**src/sv/tal_pkg.sv**
```systemverilog
// Shared types and constants for the turn arbiter with leases.
// Depends on nothing; every other file imports it.
`timescale 1ns / 1ps

package tal_pkg;

  localparam int KIND_W = 4;
  localparam int REQ_W  = 3;
  localparam int TAG_W  = 32;
  localparam int WS_W   = 16;
  localparam int ST_W   = 2;
  localparam int POS_W  = 4;

  localparam int SLOTS_DEF  = 8;
  localparam int QUEUE_DEF  = 8;
  localparam int LEASES_DEF = 8;

  localparam logic [KIND_W-1:0] KIND_ACQ   = 4'd0;
  localparam logic [KIND_W-1:0] KIND_ACQQ  = 4'd1;
  localparam logic [KIND_W-1:0] KIND_REL   = 4'd2;
  localparam logic [KIND_W-1:0] KIND_WDR   = 4'd3;
  localparam logic [KIND_W-1:0] KIND_DET   = 4'd4;
  localparam logic [KIND_W-1:0] KIND_LGET  = 4'd5;
  localparam logic [KIND_W-1:0] KIND_LDROP = 4'd6;
  localparam logic [KIND_W-1:0] KIND_LQRY  = 4'd7;
  localparam logic [KIND_W-1:0] KIND_ATT   = 4'd8;

  localparam logic [ST_W-1:0] ST_OK     = 2'd0;
  localparam logic [ST_W-1:0] ST_QUEUED = 2'd1;
  localparam logic [ST_W-1:0] ST_BUSY   = 2'd2;
  localparam logic [ST_W-1:0] ST_ERR    = 2'd3;

  typedef enum logic [2:0] {
    S_IDLE,
    S_DEC,
    S_QSCAN,
    S_QSHIFT,
    S_LSCAN,
    S_DONE
  } eng_state_t;

  typedef struct packed {
    logic [ST_W-1:0]  status;
    logic [TAG_W-1:0] tag;
    logic [POS_W-1:0] pos;
    logic [REQ_W-1:0] slot;
  } res_t;

  typedef struct packed {
    logic [WS_W-1:0]  space;
    logic [REQ_W-1:0] owner;
  } lease_ent_t;

endpackage

```
**src/sv/turn_arbiter_with_leases.sv**
```systemverilog
// Turn arbiter with leases: one turn lock with a FIFO wait queue, a slot table and a
// workspace lease table. One transaction is worked at a time and yields one result.
// A request that touches no table goes from decode straight to its result; one that
// walks the wait queue reads up to its n queued entries (up to QUEUE_DEPTH) and one that
// walks the lease table reads up to LEASES entries; both tables sit in memories
// read one entry per cycle. The result is held in an output register, so a new
// transaction is taken while the previous result waits.
`timescale 1ns / 1ps

module turn_arbiter_with_leases
  import tal_pkg::*;
#(
  parameter int SLOTS       = SLOTS_DEF,
  parameter int QUEUE_DEPTH = QUEUE_DEF,
  parameter int LEASES      = LEASES_DEF
) (
  input  logic              clk,
  input  logic              rst,
  input  logic              in_valid,
  output logic              in_stall,
  input  logic [KIND_W-1:0] kind,
  input  logic [REQ_W-1:0]  requester,
  input  logic [TAG_W-1:0]  turn_tag,
  input  logic [WS_W-1:0]   workspace,
  input  logic              keeps_target,
  output logic              out_valid,
  input  logic              out_stall,
  output logic [ST_W-1:0]   status,
  output logic [TAG_W-1:0]  turn_tag_res,
  output logic [POS_W-1:0]  position,
  output logic [REQ_W-1:0]  slot
);

  logic idle, res_valid, load, out_valid_next;
  res_t res;

  tal_engine #(
    .SLOTS       (SLOTS),
    .QUEUE_DEPTH (QUEUE_DEPTH),
    .LEASES      (LEASES)
  ) u_engine (
    .clk          (clk),
    .rst          (rst),
    .start        (in_valid && idle),
    .kind         (kind),
    .requester    (requester),
    .turn_tag     (turn_tag),
    .workspace    (workspace),
    .keeps_target (keeps_target),
    .idle         (idle),
    .res_valid    (res_valid),
    .res_take     (load),
    .res          (res)
  );

  assign in_stall       = !idle;
  assign load           = res_valid && (!out_valid || !out_stall);
  assign out_valid_next = load || (out_valid && out_stall);

  always_ff @(posedge clk) begin
    if (rst) begin
      out_valid <= 1'b0;
    end else begin
      out_valid <= out_valid_next;
    end
  end

  always_ff @(posedge clk) begin
    if (load) begin
      status       <= res.status;
      turn_tag_res <= res.tag;
      position     <= res.pos;
      slot         <= res.slot;
    end
  end

endmodule

```
**src/sv/tal_ram.sv**
```systemverilog
// Simple dual-port synchronous memory, one write and one registered read.
// Depends on tal_pkg for the defaults of DEPTH and WIDTH.
`timescale 1ns / 1ps

module tal_ram
  import tal_pkg::*;
#(
  parameter int DEPTH = QUEUE_DEF,
  parameter int WIDTH = REQ_W,
  localparam int AW = (DEPTH > 1) ? $clog2(DEPTH) : 1
) (
  input  logic             clk,
  input  logic             we,
  input  logic [AW-1:0]    waddr,
  input  logic [WIDTH-1:0] wdata,
  input  logic [AW-1:0]    raddr,
  output logic [WIDTH-1:0] rdata
);

  logic [WIDTH-1:0] mem [DEPTH];

  always_ff @(posedge clk) begin
    if (we) begin
      mem[waddr] <= wdata;
    end
  end

  always_ff @(posedge clk) begin
    rdata <= mem[raddr];
  end

endmodule

```
**src/sv/tal_engine.sv**
```systemverilog
// Request sequencer: slot flags and turn state in registers, wait queue and
// lease table in tal_ram instances scanned one entry per cycle.
// Depends on tal_pkg and tal_ram.
`timescale 1ns / 1ps

module tal_engine
  import tal_pkg::*;
#(
  parameter int SLOTS       = SLOTS_DEF,
  parameter int QUEUE_DEPTH = QUEUE_DEF,
  parameter int LEASES      = LEASES_DEF
) (
  input  logic              clk,
  input  logic              rst,
  input  logic              start,
  input  logic [KIND_W-1:0] kind,
  input  logic [REQ_W-1:0]  requester,
  input  logic [TAG_W-1:0]  turn_tag,
  input  logic [WS_W-1:0]   workspace,
  input  logic              keeps_target,
  output logic              idle,
  output logic              res_valid,
  input  logic              res_take,
  output res_t              res
);

  localparam int SAW = $clog2(SLOTS);
  localparam int QAW = (QUEUE_DEPTH > 1) ? $clog2(QUEUE_DEPTH) : 1;
  localparam int CW  = $clog2(QUEUE_DEPTH + 1);
  localparam int LAW = (LEASES > 1) ? $clog2(LEASES) : 1;
  localparam int LEW = WS_W + REQ_W;

  eng_state_t state, state_next;

  logic [KIND_W-1:0] kind_r;
  logic [REQ_W-1:0]  req_r;
  logic [TAG_W-1:0]  tag_r;
  logic [WS_W-1:0]   ws_r;
  logic              keeps_r;

  logic [SLOTS-1:0]  slot_active, slot_active_next;
  logic [SLOTS-1:0]  slot_live, slot_live_next;
  logic [SLOTS-1:0]  slot_keeps, slot_keeps_next;
  logic              turn_busy, turn_busy_next;
  logic [TAG_W-1:0]  current_tag, current_tag_next;
  logic [REQ_W-1:0]  turn_owner, turn_owner_next;
  logic [CW-1:0]     wait_count, wait_count_next;
  logic [LEASES-1:0] lease_valid, lease_valid_next;
  logic [TAG_W-1:0]  tag_counter, tag_counter_next;
  logic [CW-1:0]     qidx, qidx_next;
  logic [LAW-1:0]    lidx, lidx_next;
  res_t              res_next;

  logic              q_we;
  logic [QAW-1:0]    q_waddr, q_raddr;
  logic [REQ_W-1:0]  q_wdata, q_rd;
  logic              l_we;
  logic [LAW-1:0]    l_waddr, l_raddr;
  logic [LEW-1:0]    l_wdata, l_rdata;
  lease_ent_t        l_rd;

  logic [SAW-1:0]    sidx;
  logic              bad, act, sess_open, head, contend, can_q, rel_ok;
  logic              q_hit, q_last, l_v, l_sp_hit, l_own, l_last, l_stop;
  logic [CW-1:0]     q_nxt, q_prev;
  logic [LAW:0]      l_nxt;
  logic [SAW-1:0]    s_free;
  logic              s_free_ok;
  logic [LAW-1:0]    l_free;
  logic              l_free_ok;
  logic [SLOTS-1:0]  act_after;
  logic [REQ_W-1:0]  drop_who;

  tal_ram #(.DEPTH(QUEUE_DEPTH), .WIDTH(REQ_W)) u_queue (
    .clk   (clk),
    .we    (q_we),
    .waddr (q_waddr),
    .wdata (q_wdata),
    .raddr (q_raddr),
    .rdata (q_rd)
  );

  tal_ram #(.DEPTH(LEASES), .WIDTH(LEW)) u_lease (
    .clk   (clk),
    .we    (l_we),
    .waddr (l_waddr),
    .wdata (l_wdata),
    .raddr (l_raddr),
    .rdata (l_rdata)
  );

  assign l_rd      = lease_ent_t'(l_rdata);
  assign sidx      = SAW'(req_r);
  assign bad       = (kind_r > KIND_ATT) || ({29'd0, req_r} >= 32'(SLOTS));
  assign act       = slot_active[sidx];
  assign sess_open = |slot_active;
  assign head      = (wait_count != '0) && (q_rd == req_r);
  assign contend   = turn_busy || ((wait_count != '0) && !head);
  assign can_q     = (kind_r == KIND_ACQQ) && (wait_count < CW'(QUEUE_DEPTH));
  assign rel_ok    = sess_open && turn_busy && (tag_r == current_tag);
  assign q_nxt     = qidx + CW'(1);
  assign q_prev    = qidx - CW'(1);
  assign q_hit     = (q_rd == req_r);
  assign q_last    = (q_nxt == wait_count);
  assign l_nxt     = {1'b0, lidx} + (LAW + 1)'(1);
  assign l_v       = lease_valid[lidx];
  assign l_sp_hit  = l_v && (l_rd.space == ws_r);
  assign l_own     = (l_rd.owner == req_r);
  assign l_last    = (lidx == LAW'(LEASES - 1));
  assign l_stop    = ((kind_r == KIND_LGET || kind_r == KIND_LQRY) && l_sp_hit) ||
                     ((kind_r == KIND_LDROP) && l_sp_hit && l_own);
  assign drop_who  = (kind_r == KIND_REL) ? turn_owner : req_r;

  always_comb begin
    s_free_ok = 1'b0;
    s_free    = '0;
    for (int i = SLOTS - 1; i >= 0; i--) begin
      if (!slot_active[i]) begin
        s_free_ok = 1'b1;
        s_free    = SAW'(i);
      end
    end
  end

  always_comb begin
    l_free_ok = 1'b0;
    l_free    = '0;
    for (int i = LEASES - 1; i >= 0; i--) begin
      if (!lease_valid[i]) begin
        l_free_ok = 1'b1;
        l_free    = LAW'(i);
      end
    end
  end

  always_comb begin
    act_after       = slot_active;
    act_after[sidx] = slot_keeps[sidx];
  end

  // next state
  always_comb begin
    state_next = state;
    unique case (state)
      S_IDLE: begin
        if (start) state_next = S_DEC;
      end
      S_DEC: begin
        state_next = S_DONE;
        if (!bad) begin
          case (kind_r) inside
            KIND_ACQ, KIND_ACQQ: begin
              if (act && contend && can_q && wait_count != '0) state_next = S_QSCAN;
              else if (act && !contend && head && wait_count > CW'(1)) state_next = S_QSHIFT;
            end
            KIND_REL:  if (rel_ok) state_next = S_LSCAN;
            KIND_WDR:  if (wait_count != '0) state_next = S_QSCAN;
            KIND_DET:  if (act) state_next = S_LSCAN;
            KIND_LGET, KIND_LDROP, KIND_LQRY: if (sess_open) state_next = S_LSCAN;
            default: ;
          endcase
        end
      end
      S_QSCAN: begin
        if (q_hit) state_next = (kind_r == KIND_WDR && !q_last) ? S_QSHIFT : S_DONE;
        else if (q_last) state_next = S_DONE;
      end
      S_QSHIFT: begin
        if (q_last) state_next = S_DONE;
      end
      S_LSCAN: begin
        if (l_stop || l_last) state_next = S_DONE;
      end
      S_DONE: begin
        if (res_take) state_next = S_IDLE;
      end
      default: state_next = S_IDLE;
    endcase
  end

  // datapath and memory control
  always_comb begin
    slot_active_next = slot_active;
    slot_live_next   = slot_live;
    slot_keeps_next  = slot_keeps;
    turn_busy_next   = turn_busy;
    current_tag_next = current_tag;
    turn_owner_next  = turn_owner;
    wait_count_next  = wait_count;
    lease_valid_next = lease_valid;
    tag_counter_next = tag_counter;
    qidx_next        = qidx;
    lidx_next        = lidx;
    res_next         = res;
    q_we             = 1'b0;
    q_waddr          = '0;
    q_wdata          = req_r;
    q_raddr          = '0;
    l_we             = 1'b0;
    l_waddr          = l_free;
    l_wdata          = {ws_r, req_r};
    l_raddr          = '0;
    unique case (state)
      S_IDLE: ;
      S_DEC: begin
        res_next  = '{status: ST_ERR, tag: '0, pos: '0, slot: '0};
        qidx_next = '0;
        lidx_next = '0;
        if (!bad) begin
          case (kind_r) inside
            KIND_ACQ, KIND_ACQQ: begin
              if (act) begin
                if (contend) begin
                  if (can_q) begin
                    if (wait_count == '0) begin
                      q_we            = 1'b1;
                      wait_count_next = CW'(1);
                      res_next.status = ST_QUEUED;
                      res_next.pos    = POS_W'(1);
                    end
                  end else begin
                    res_next.status = ST_BUSY;
                    res_next.tag    = turn_busy ? current_tag : '0;
                  end
                end else begin
                  if (head) begin
                    if (wait_count == CW'(1)) wait_count_next = '0;
                    else begin
                      qidx_next = CW'(1);
                      q_raddr   = QAW'(1);
                    end
                  end
                  tag_counter_next = tag_counter + TAG_W'(1);
                  current_tag_next = tag_counter + TAG_W'(1);
                  turn_owner_next  = req_r;
                  turn_busy_next   = 1'b1;
                  res_next.status  = ST_OK;
                  res_next.tag     = tag_counter + TAG_W'(1);
                end
              end
            end
            KIND_ATT: begin
              if (!sess_open) begin
                turn_busy_next   = 1'b0;
                current_tag_next = '0;
                turn_owner_next  = '0;
                wait_count_next  = '0;
                lease_valid_next = '0;
              end
              if (s_free_ok) begin
                slot_active_next[s_free] = 1'b1;
                slot_live_next[s_free]   = 1'b1;
                slot_keeps_next[s_free]  = keeps_r;
                tag_counter_next         = tag_counter + TAG_W'(1);
                res_next.status          = ST_OK;
                res_next.slot            = REQ_W'(s_free);
              end
            end
            default: ;
          endcase
        end
      end
      S_QSCAN: begin
        q_raddr   = (q_nxt < CW'(QUEUE_DEPTH)) ? q_nxt[QAW-1:0] : '0;
        qidx_next = q_nxt;
        if (q_hit) begin
          if (kind_r == KIND_WDR) begin
            res_next.status = ST_OK;
            if (q_last) wait_count_next = wait_count - CW'(1);
          end else begin
            res_next.status = ST_QUEUED;
            res_next.pos    = POS_W'(q_nxt);
          end
        end else if (q_last && kind_r != KIND_WDR) begin
          q_we            = 1'b1;
          q_waddr         = wait_count[QAW-1:0];
          wait_count_next = wait_count + CW'(1);
          res_next.status = ST_QUEUED;
          res_next.pos    = POS_W'(wait_count + CW'(1));
        end
      end
      S_QSHIFT: begin
        q_raddr   = (q_nxt < CW'(QUEUE_DEPTH)) ? q_nxt[QAW-1:0] : '0;
        q_we      = 1'b1;
        q_waddr   = q_prev[QAW-1:0];
        q_wdata   = q_rd;
        qidx_next = q_nxt;
        if (q_last) wait_count_next = wait_count - CW'(1);
      end
      S_LSCAN: begin
        l_raddr   = (l_nxt < (LAW + 1)'(LEASES)) ? l_nxt[LAW-1:0] : '0;
        lidx_next = l_nxt[LAW-1:0];
        case (kind_r) inside
          KIND_REL, KIND_DET: begin
            if (l_v && l_rd.owner == drop_who) lease_valid_next[lidx] = 1'b0;
            if (l_last) begin
              res_next.status = ST_OK;
              if (kind_r == KIND_REL || (turn_busy && turn_owner == req_r)) begin
                turn_busy_next   = 1'b0;
                current_tag_next = '0;
                turn_owner_next  = '0;
              end
              if (kind_r == KIND_DET) begin
                slot_live_next[sidx]   = 1'b0;
                slot_active_next[sidx] = slot_keeps[sidx];
                if (act_after == '0) begin
                  turn_busy_next   = 1'b0;
                  current_tag_next = '0;
                  turn_owner_next  = '0;
                  wait_count_next  = '0;
                  lease_valid_next = '0;
                end
              end
            end
          end
          KIND_LGET: begin
            if (l_sp_hit) res_next.status = l_own ? ST_OK : ST_ERR;
            else if (l_last && l_free_ok) begin
              l_we                     = 1'b1;
              lease_valid_next[l_free] = 1'b1;
              res_next.status          = ST_OK;
            end
          end
          KIND_LDROP: begin
            if (l_sp_hit && l_own) begin
              lease_valid_next[lidx] = 1'b0;
              res_next.status        = ST_OK;
            end
          end
          KIND_LQRY: begin
            if (l_sp_hit) begin
              res_next.status = ST_OK;
              res_next.slot   = l_rd.owner;
            end
          end
          default: ;
        endcase
      end
      S_DONE: ;
      default: ;
    endcase
  end

  always_ff @(posedge clk) begin
    if (rst) begin
      state       <= S_IDLE;
      slot_active <= '0;
      slot_live   <= '0;
      slot_keeps  <= '0;
      turn_busy   <= 1'b0;
      current_tag <= '0;
      turn_owner  <= '0;
      wait_count  <= '0;
      lease_valid <= '0;
      tag_counter <= '0;
    end else begin
      state       <= state_next;
      slot_active <= slot_active_next;
      slot_live   <= slot_live_next;
      slot_keeps  <= slot_keeps_next;
      turn_busy   <= turn_busy_next;
      current_tag <= current_tag_next;
      turn_owner  <= turn_owner_next;
      wait_count  <= wait_count_next;
      lease_valid <= lease_valid_next;
      tag_counter <= tag_counter_next;
    end
  end

  always_ff @(posedge clk) begin
    qidx <= qidx_next;
    lidx <= lidx_next;
    res  <= res_next;
    if (state == S_IDLE && start) begin
      kind_r  <= kind;
      req_r   <= requester;
      tag_r   <= turn_tag;
      ws_r    <= workspace;
      keeps_r <= keeps_target;
    end
  end

  assign idle      = (state == S_IDLE);
  assign res_valid = (state == S_DONE);

endmodule

```
**config.mk**
```make
export PLATFORM = sky130hd
export DESIGN_NAME = turn_arbiter_with_leases
export DESIGN_NICKNAME = d
export VERILOG_FILES = /design/src/sv/tal_pkg.sv /design/src/sv/turn_arbiter_with_leases.sv /design/src/sv/tal_ram.sv /design/src/sv/tal_engine.sv
export SDC_FILE = /design/constraint.sdc
export NUM_CORES = 1
export LEC_CHECK = 0
export ABC_AREA = 1
export BUFFER_PORTS_ARGS = -buffer_cell sky130_fd_sc_hd__buf_2
export CAP_MARGIN = 15
export CORE_MARGIN = 4
export CORE_UTILIZATION = 55
export CTS_BUF_LIST = sky130_fd_sc_hd__clkbuf_4
export CTS_CLUSTER_SIZE = 40
export DETAILED_ROUTE_END_ITERATION = 8
export GPL_TIMING_DRIVEN = 0
export PLACE_DENSITY = 0.76
export SYNTH_ARGS = -nofsm -noshare
export SYNTH_HDL_FRONTEND = slang
export SYNTH_SLANG_ARGS = --single-unit
```
**constraint.sdc**
```tcl
create_clock -name clk -period 3.4 [get_ports clk]
set_clock_uncertainty 0.2 [all_clocks]
set_input_delay 0.68 -clock clk [delete_from_list [all_inputs] [get_ports clk]]
set_output_delay 0.68 -clock clk [all_outputs]
set_load 0.03 [all_outputs]
```
==> results of run 1 <==
synthesized netlist by cell type, types with 4 or more instances:
cell type | count | area [µm²]
nand2_1 | 449 | 1690
edfxtp_1 | 321 | 9640
nor2_1 | 177 | 664
inv_1 | 162 | 608
o21ai_0 | 128 | 641
a21oi_1 | 122 | 611
dfxtp_1 | 122 | 2440
nand3_1 | 115 | 576
or2_2 | 51 | 319
clkbuf_1 | 41 | 154
nand4_1 | 41 | 257
o21bai_1 | 39 | 293
xnor2_1 | 35 | 307
nor3_1 | 29 | 145
xor2_1 | 29 | 254
a31oi_1 | 28 | 175
o21ai_1 | 28 | 140
o211ai_1 | 22 | 165
inv_2 | 21 | 78.8
buf_2 | 18 | 90.1
nor2_2 | 11 | 68.8
buf_6 | 9 | 101
ha_1 | 9 | 113
nand2_2 | 7 | 43.8
nand3b_1 | 7 | 52.6
a211oi_2 | 6 | 75.1
buf_1 | 4 | 15.0
critical path, cell delays in order, from the launching register on:
cell      delay, ps
edfxtp_1        590
inv_2           170
buf_2           250
nand3_1         120
nand2_1          70
o21ai_0         100
nor2_1          110
nand2_1          80
nor2_1          330
nand2_1         210
o311ai_1        170
nand2_4         210
buf_6           210
nand2_1          60
a21oi_1          70
through the flow:
stage	instances	worst slack [ps]	setup TNS (ps)
6_report	2907	267	0
3_3_place_gp	2631	-1240	-216640
3_5_place_dp	2647	299	0
2_1_floorplan	2068	210	0
5_1_grt	2907	70.4	0
4_1_cts	2905	296	0
cell type report:
cell class | count | area (µm²)
fill | 2826 | 12300
timing repair buffer | 175 | 1330
buffer | 75 | 383
clock buffer | 164 | 1230
multi-input combinational | 1367 | 6940
tap | 461 | 577
clock inverter | 37 | 219
antenna | 2 | 5.00
sequential | 443 | 12100
inverter | 183 | 687
final timing paths:
kind	to	from	cells past startpoint
max	u_engine.turn_owner[1]	u_engine.req_r[0]	14
min	u_engine.state[0]	in_valid	5
max reg2reg	u_engine.turn_owner[1]	u_engine.req_r[0]	14
min reg2reg	turn_tag_res[16]	u_engine.res[23]	0
power groups by stage:
stage               sequential (mW)  clock (mW)  combinational, mW
CTS                            7.13        4.61               4.03
detailed placement             7.24           0               3.94
global route                   7.21        4.93               4.44
floorplan                      7.19           0               2.61
global placement               7.25           0               3.74
finish                         7.15        4.51               4.07
metal layers:
metal  GRT usage, %  up-vias  share of wire (%)
met5              0        -                  0
met4           11.4        0                3.3
met3           5.62      125                7.9
met2           44.7      780                 47
met1           38.2     7710                 42
li1               -     7727                  -
kinds of logic after synthesis:
logic type      count (synthesis)  share of synthesized area (%)
compound gates                390                           11.2
xor+xnor                       65                           2.88
simple gates                  903                           19.8
buf+inv                       258                           5.34
flops                         443                           60.3
fa+ha+maj                       9                          0.562
sequential cells by signal, indices dropped and copies added (netlist names), 8 cells and up:
name,cells
u_engine.u_lease.rdata,19
u_engine.tag_counter,32
u_engine.ws_r,16
u_engine.lease_valid,8
u_engine.u_lease.mem,152
turn_tag_res,32
u_engine.slot_keeps,8
u_engine.res,41
u_engine.tag_r,32
u_engine.u_queue.mem,24
u_engine.current_tag,32
u_engine.slot_active,8
==> flow_summary_export.csv, run 1 <==
group,metric,value,unit
grt,grt_usage,28.1,%
pwr,p_comb_share,25.9,%
sta,final-hold-violation-count,0,
sta,hold_slack,69.7,ps
drt,routed_via_density,5.62,
placement,gp_congestion,0.978,
setup_path,worst_setup_path_end_kind,"flop",
setup_path,crit_path_max_fanout,13,
grt,grt_pass1_vias,16258,
grt,antenna_found_initial,2,
synth,synth_edf_count,321,
drt,wl,55.3,mm
synth,ys_seq_area_share,60.3,%
cells_and_area,post-route-util,65.6,%
pwr,switching_share,34.7,%
clock_network,cts_hold_buf,57,
pwr,p_clk_share,28.7,%
grt,grt_max_degree,35,
pwr,ir_worst_vdd,456,µV
floorplanning,dieArea,39600,µm²
synth,synth_cells,2068,
drt,drt_first_pass_iters,7,
setup_path,worstPathArrival,3600,ps
setup_path,worst_setup_path_start_kind,"flop",
clock_network,cts_root_buf,"clkbuf_4",
setup_path,r2r_slack,270,ps
synth,synthArstFlopShare,0,%
placement,io_buffers,102,
sta,rsz0062_at_grt,"no",
synth,ys_types,50,
placement,hpwl,38.3,mm
cells_and_area,syn_to_final_growth,17.0,%
floorplanning,io_pins,103,
drt,vias,16342,
drt,detail-route-antenna-nets,0,
pwr,finalPower,15.7,mW
floorplanning,die_h,199,µm
setup_path,path_class,"reg -> reg",
clock_network,post-cts-setup-buffers,0,
clock_network,cts_num_sinks,443,
outcome,status,"complete, but fails checks",
placement,place_area,21400,µm²
floorplanning,rows,69,
floorplanning,die_w,199,µm
run,maxCapViolations,0,
synth,ys_seq_elements,443,
synth,syn_nets,2137,
sta,setup_viol,0,
synth,yosysWarnings,0,
pwr,p_sw,5.46,mW
floorplanning,initial_utilization,56.1,%
sta,slew_headroom,33.3,%
drt,route.detailed.drc,1,
outcome,violations,"design-rule violations",
clock_network,cts_buffer_depth,3,
clock_network,cts_buffers,108,
cells_and_area,fin_area,23500,µm²
sta,fmax,319,MHz
synth,synth-main-ff-cell,"edfxtp_1",
synth,avgSynthCellArea,9.69,µm²
clock_network,ctsResizeCount,0,
clock_network,clk_latency,860,ps
clock_network,path_clk_slew,70,ps
clock_network,cts_tree,"done",
cells_and_area,final_common_cell,"nand2_1",
pwr,power_density,671,nW/µm²
grt,grt.overflow.total,0,
drt,wl_per_cell,19.0,µm
pwr,p_int,10.3,mW
min_path,worstHoldPathType,"in -> reg",
cells_and_area,final_layout_size_suffix_gt1_share,18.1,%
pwr,seqPwrFrac,45.4,%
sta,final.period_utilization,92.1,%
cells_and_area,final_cell_mix,"449 x nand2_1, 321 x edfxtp_1, 171 x nor2_1",
pwr,power.leakage,8.82,nW
grt,grt_pass1_wl,86.9,mm
setup_path,crit_required,3870,ps
cells_and_area,nNetsFinal,2422,
clock_network,h-tree-depth,3,
drt,drtIter0Drc,1681,
synth,syn_area,20000,µm²
sta,fin_crit,3130,ps
floorplanning,coreArea,35700,µm²
sta,tightest_slew,1000,ps
sta,slew_viol_final,0,
No activity file was read; power rests on OpenSTA's default activity.
==> run 2, diff against run 1 <==
--- a/config.mk
+++ b/config.mk
@@ -9,12 +9,12 @@
 export BUFFER_PORTS_ARGS = -buffer_cell sky130_fd_sc_hd__buf_2
 export CAP_MARGIN = 15
 export CORE_MARGIN = 4
-export CORE_UTILIZATION = 55
+export CORE_UTILIZATION = 57
 export CTS_BUF_LIST = sky130_fd_sc_hd__clkbuf_4
 export CTS_CLUSTER_SIZE = 40
 export DETAILED_ROUTE_END_ITERATION = 8
 export GPL_TIMING_DRIVEN = 0
-export PLACE_DENSITY = 0.76
+export PLACE_DENSITY = 0.78
 export SYNTH_ARGS = -nofsm -noshare
 export SYNTH_HDL_FRONTEND = slang
 export SYNTH_SLANG_ARGS = --single-unit
==> run 2 against run 1 <==
The run now ends clean. Clock-buffer cell count increased by 18. Worst setup slack improved by 11 ps. Critical path depth is the same. Routed wire length is 1.2% higher. Die area shrank 3.4%. Power increased by 1.0%. Flip-flop and latch count did not move. Sequential share of layout area decreased by 0.11 points. Register-to-register slack about the same. Clock power increased by 4%. First-iteration DRC count decreased by 3.3%. Sequential power hardly changed.
==> flow_summary_export.csv, run 2 (synthesis gave the netlist of run 1 again) <==
group,metric,value,unit
outcome,status,"completed",
grt,grt_usage,29.1,%
floorplanning,dieArea,38200,µm²
cells_and_area,final_common_cell,"nand2_1",
cells_and_area,reg_top3,"u_engine.u_lease.mem: 152 flops, u_engine.res: 41 flops",
setup_path,worst_setup_path_start_kind,"flop",
placement,place_area,21400,µm²
sta,final-hold-violation-count,0,
cells_and_area,final_layout_size_suffix_gt1_share,18.5,%
drt,vias,16521,
grt,antenna_found_initial,1,
drt,drt_first_pass_iters,5,
clock_network,cts_buffer_depth,3,
floorplanning,coreArea,34600,µm²
floorplanning,initial_utilization,57.9,%
cells_and_area,nFillCells,2679,
sta,setup_viol,0,
cells_and_area,syn_to_final_growth,17.3,%
clock_network,cts_tree,"done",
pwr,ir_worst_vdd,413,µV
drt,routed_via_density,5.69,
setup_path,crit_path_max_fanout,13,
sta,slew_viol_final,0,
sta,fmax,320,MHz
cells_and_area,nNetsFinal,2422,
clock_network,ctsResizeCount,0,
clock_network,cts_root_buf,"clkbuf_4",
sta,fin_crit,3120,ps
cells_and_area,largest_register_ffs,152,
grt,grt_pass1_wl,87.9,mm
setup_path,worst_setup_path_end_kind,"flop",
run,maxCapViolations,0,
placement,hpwl,37.6,mm
sta,slew_headroom,33.1,%
grt,grt_max_degree,34,
min_path,worstHoldPathType,"in -> reg",
grt,grt.overflow.total,0,
floorplanning,rows,68,
grt,grt_pass1_vias,16338,
drt,wl_per_cell,19.3,µm
cells_and_area,post-route-util,67.9,%
clock_network,cts_num_sinks,443,
setup_path,crit_required,3850,ps
sta,final.period_utilization,91.8,%
cells_and_area,fin_area,23500,µm²
clock_network,cts_buffers,109,
drt,detail-route-antenna-nets,0,
setup_path,path_class,"reg -> reg",
drt,drtIter0Drc,1625,
clock_network,clk_latency,850,ps
setup_path,worstPathArrival,3580,ps
drt,wl,56.0,mm
floorplanning,io_pins,103,
pwr,finalPower,15.9,mW
cells_and_area,top_register,"u_engine.u_lease.mem",
placement,gp_congestion,0.989,
sta,rsz0062_at_grt,"no",
cells_and_area,final_cell_mix,"449 x nand2_1, 321 x edfxtp_1, 182 x clkbuf_4",
floorplanning,die_w,196,µm
clock_network,path_clk_slew,70,ps
clock_network,h-tree-depth,3,
placement,io_buffers,102,
sta,tightest_slew,994,ps
pwr,power.leakage,8.85,nW
drt,route.detailed.drc,0,
floorplanning,die_h,196,µm
pwr,power_density,676,nW/µm²
## run 2: cell types whose count changed in the layout (fill, tap and decap cells not counted)
cell,previous run,this run
clkinv_2,5,1
clkinv_1,25,19
clkinv_8,2,1
clkinv_4,2,0
buf_6,15,14
inv_8,1,0
clkinvlp_4,0,2
buf_12,3,2
buf_16,1,2
clkbuf_4,164,182
## run 2: power breakdown
part	leakage, nW	total [mW]	internal (mW)	switching (mW)
Combinational	4.01	4.05	1.27	2.78
Clock	0.897	4.69	2.49	2.20
Sequential	3.94	7.15	6.68	0.474
## run 2: path summary, 6_finish.rpt
check | startpoint | endpoint | slack (ps) | cells past startpoint
setup / recovery | u_engine.req_r[0] | u_engine.current_tag[30] | 280 | 14
hold / removal | in_valid | u_engine.state[0] | 90 | 5
setup reg to reg | u_engine.req_r[0] | u_engine.current_tag[30] | 280 | 14
hold reg to reg | u_engine.res[23] | turn_tag_res[16] | 200 | 0
## run 2: worst max-delay path, cell delays in order (launching register included)
cell and delay [ps]:
edfxtp_1 570, inv_2 170, buf_2 260, nand3_1 130, nand2_1 70, o21ai_0 100, nor2_1 130, nand2_1 90
nor2_1 340, nand2_1 180, o311ai_1 160, nand2_4 200, buf_6 200, nand2_1 60, a21oi_1 70
## run 2: metrics by stage
stage | setup slack (ps) | setup TNS, ps | instances | hold slack, ps
2_1_floorplan | 210 | 0 | 2068 | 200
3_3_place_gp | -1200 | -200930 | 2625 | 203
3_5_place_dp | 358 | 0 | 2640 | 205
4_1_cts | 367 | 0 | 2904 | 30.4
5_1_grt | 135 | 0 | 2906 | 92.2
6_report | 278 | 0 | 2906 | 93.5
## run 2: layer usage
layer	track usage (%)	share of wire [%]	wire length, µm	up-vias
met5	0	0	0	-
met4	12.0	3.4	1880	0
met3	5.52	9.0	5030	130
met2	46.8	47	26200	869
met1	39.4	41	22800	7783
li1	-	-	-	7739
## run 2: layout make-up
type                    count  area [µm²]  share of cell area [%]
plain buffers              75         383                    1.63
well taps                 455         569                    2.42
multi-input cells        1367        6940                    29.5
clock inverters            25         146                   0.623
repair buffers            174        1320                    5.63
diodes                      2        5.00                  0.0213
flip-flops and latches    443       12100                    51.4
inverters                 183         687                    2.92
clock buffers             182        1370                    5.81
## run 2: repair_timing
item / in CTS / in global routing
hold buffers: 57 / 0
buffers inserted: 0 / 0
endpoints found under the hold margin: 57 / 0
setup endpoints to repair: 0 / 0
==> run 3, diff against run 2 <==
--- a/config.mk
+++ b/config.mk
@@ -8,13 +8,16 @@
 export ABC_AREA = 1
 export BUFFER_PORTS_ARGS = -buffer_cell sky130_fd_sc_hd__buf_2
 export CAP_MARGIN = 15
+export CELL_PAD_IN_SITES_DETAIL_PLACEMENT = 1
+export CELL_PAD_IN_SITES_GLOBAL_PLACEMENT = 2
 export CORE_MARGIN = 4
-export CORE_UTILIZATION = 57
+export CORE_UTILIZATION = 37
 export CTS_BUF_LIST = sky130_fd_sc_hd__clkbuf_4
 export CTS_CLUSTER_SIZE = 40
 export DETAILED_ROUTE_END_ITERATION = 8
 export GPL_TIMING_DRIVEN = 0
-export PLACE_DENSITY = 0.78
+export PLACE_DENSITY_LB_ADDON = 0.1
+export SETUP_SLACK_MARGIN = 0.05
 export SYNTH_ARGS = -nofsm -noshare
 export SYNTH_HDL_FRONTEND = slang
 export SYNTH_SLANG_ARGS = --single-unit
==> run 3 against run 2 <==
Die area up 52%. Final area up 1.7%. Flip-flop and latch count unchanged. Routed wire length up 14%. Critical path depth down 5. Via count down 2.7%. First-iteration DRC count down 43%. Hold slack better by 110 ps. Register-to-register slack better by 20 ps. Critical endpoint is now u_engine.res[3].
==> flow_summary_export.csv, run 3 (synthesis gave the netlist of run 1 again) <==
group,metric,value,unit
drt,vias,16081,
cells_and_area,fin_area,23900,µm²
placement,place_area,21700,µm²
sta,tns,0,ps
clock_network,h-tree-depth,3,
pwr,ir_worst_vdd,323,µV
cells_and_area,nFillCells,6217,
clock_network,clk_latency,890,ps
cells_and_area,final_common_cell,"nand2_1",
drt,routed_via_density,5.07,
min_path,worstHoldPathType,"reg -> reg",
floorplanning,rows,85,
grt,antenna_found_initial,1,
cells_and_area,final_layout_size_suffix_gt1_share,18.3,%
grt,grt_pass1_wl,97.6,mm
cells_and_area,reg_top3,"u_engine.u_lease.mem: 152 flops, u_engine.res: 41 flops",
min_path,holdPathStages,0,
grt,grt_pass1_vias,16855,
sta,rsz0062_at_grt,"no",
placement,io_buffers,102,
setup_path,critPathSlowestCell,"edfxtp_1",
setup_path,r2r_slack,290,ps
sta,setup_viol,0,
sta,final-hold-violation-count,0,
setup_path,crit_required,3680,ps
drt,drt_first_pass_iters,5,
min_path,worstHoldStart,"u_engine.res[29]",
placement,gp_congestion,0.874,
clock_network,cts_tree,"done",
cells_and_area,final_cell_mix,"449 x nand2_1, 321 x edfxtp_1, 170 x clkbuf_4",
setup_path,worstReg2RegEnd,"u_engine.res[3]",
setup_path,path_class,"reg -> reg",
grt,met1_usage,29.9,%
outcome,status,"completed",
grt,met2_usage,36.7,%
drt,detail-route-antenna-nets,0,
drt,route.detailed.drc,0,
run,maxCapViolations,0,
grt,busiest_layer,"met2",
placement,hpwl,45.8,mm
setup_path,r2r-start,"u_engine.qidx[0]",
cells_and_area,syn_to_final_growth,19.3,%
clock_network,path_clk_slew,70,ps
grt,grt_max_degree,28,
cells_and_area,nNetsFinal,2440,
setup_path,worstPathArrival,3390,ps
pwr,power_density,673,nW/µm²
grt,grt.overflow.total,0,
floorplanning,io_pins,103,
clock_network,cts_root_buf,"clkbuf_4",
grt,grt_usage,21.9,%
sta,fmax,322,MHz
drt,wl,63.8,mm
cells_and_area,post-route-util,44.5,%
floorplanning,initial_utilization,37.3,%
floorplanning,die_w,241,µm
clock_network,cts_buffer_depth,3,
min_path,min_to,"turn_tag_res[22]",
sta,final.period_utilization,91.4,%
grt,use_met3,3.36,%
clock_network,cts_buffers,120,
setup_path,max_stage_delay,490,ps
sta,slew_viol_final,0,
drt,wl_per_cell,20.1,µm
setup_path,cp_cell_sequence,"inv_1 > ha_1 > inv_1 > nand2_1 > nand3_1 > nor2_1 > nand2_1 > o21ai_1 > nor3b_2",
setup_path,worst_setup_path_end_kind,"flop",
floorplanning,dieArea,58000,µm²
sta,fin_crit,3110,ps
drt,drtIter0Drc,921,
setup_path,rr_worst_depth,9,
floorplanning,coreArea,53700,µm²
floorplanning,die_h,241,µm
sta,slew_headroom,34.2,%
clock_network,cts_num_sinks,443,
cells_and_area,top_register,"u_engine.u_lease.mem",
pwr,power.leakage,8.89,nW
setup_path,crit_path_max_fanout,6,
sta,tightest_slew,977,ps
cells_and_area,largest_register_ffs,152,
setup_path,worst_setup_path_start_kind,"flop",
-- run 3: cell types whose count changed in the layout (fill, tap and decap cells not counted), moves of 2 or more --
cell,delta
buf_8,-3
nor2_2,+2
inv_6,+3
clkbuf_4,-12
clkinv_2,+2
clkinv_1,+26
nor2_1,-2
buf_4,+6
dlygate4sd3_1,+2
-- run 3: through the flow --
step                      worst slack, ps  cells  total power, mW  hold slack [ps]
after floorplan                       210   2068             9.80              200
after CTS                             146   3165             16.3              204
after global placement              -1330   2866             11.3              203
after global routing                 65.9   3170             17.1              217
final                                 294   3170             16.1              206
after detailed placement             60.9   2882             11.5              206
-- run 3: repair_timing --
item	CTS	global route
setup endpoints to repair	4	66
hold buffers	59	0
hold endpoints to repair	61	0
gates resized for setup	1	3
buffers inserted	0	4
-- run 3: worst max path at each step --
stage / endpoint / startpoint / cells after the start
after global placement: u_engine.u_lease.mem[3][11] / u_engine.lidx[0] / 12
after detailed placement: u_engine.res[5] / u_engine.qidx[0] / 9
after global routing: u_engine.wait_count[3] / u_engine.qidx[0] / 13
after floorplan: position[0] / out_stall / 3
final: u_engine.res[3] / u_engine.qidx[0] / 9
after CTS: u_engine.current_tag[15] / u_engine.req_r[0] / 14
-- run 3: metal layers --
metal / routed length (µm) / vias up
met4: 975 / 0
met5: 0 / -
met2: 31100 / 265
met1: 29600 / 7974
met3: 2180 / 68
li1: - / 7774
-- run 3: power by group --
| group | switching (mW) | internal, mW | total (mW) |
|---|---|---|---|
| clock | 2.32 | 2.40 | 4.72 |
| combinational | 2.90 | 1.30 | 4.20 |
| sequential | 0.490 | 6.68 | 7.17 |
| total | 5.71 | 10.4 | 16.1 |
-- run 3: final cells by class --
| type | count | area, µm² | share of cell area [%] |
|---|---|---|---|
| diodes | 1 | 2.50 | 0.0105 |
| plain buffers | 75 | 383 | 1.60 |
| clock buffers | 170 | 1280 | 5.34 |
| clock inverters | 54 | 256 | 1.07 |
| inverters | 183 | 687 | 2.87 |
| multi-input cells | 1367 | 6960 | 29.1 |
| flip-flops and latches | 443 | 12100 | 50.5 |
| well taps | 696 | 871 | 3.64 |
| repair buffers | 181 | 1390 | 5.82 |
-- run 3: critical path, delay by kind of cell, from the launching register on --
kind / cells / cell delay (ps)
adder cells (fa/ha/maj): 1 / 330
AND/OR/NAND/NOR: 5 / 1090
buffers and inverters: 2 / 250
flip-flops: 1 / 490
AO/OA/AOI/OAI: 1 / 380
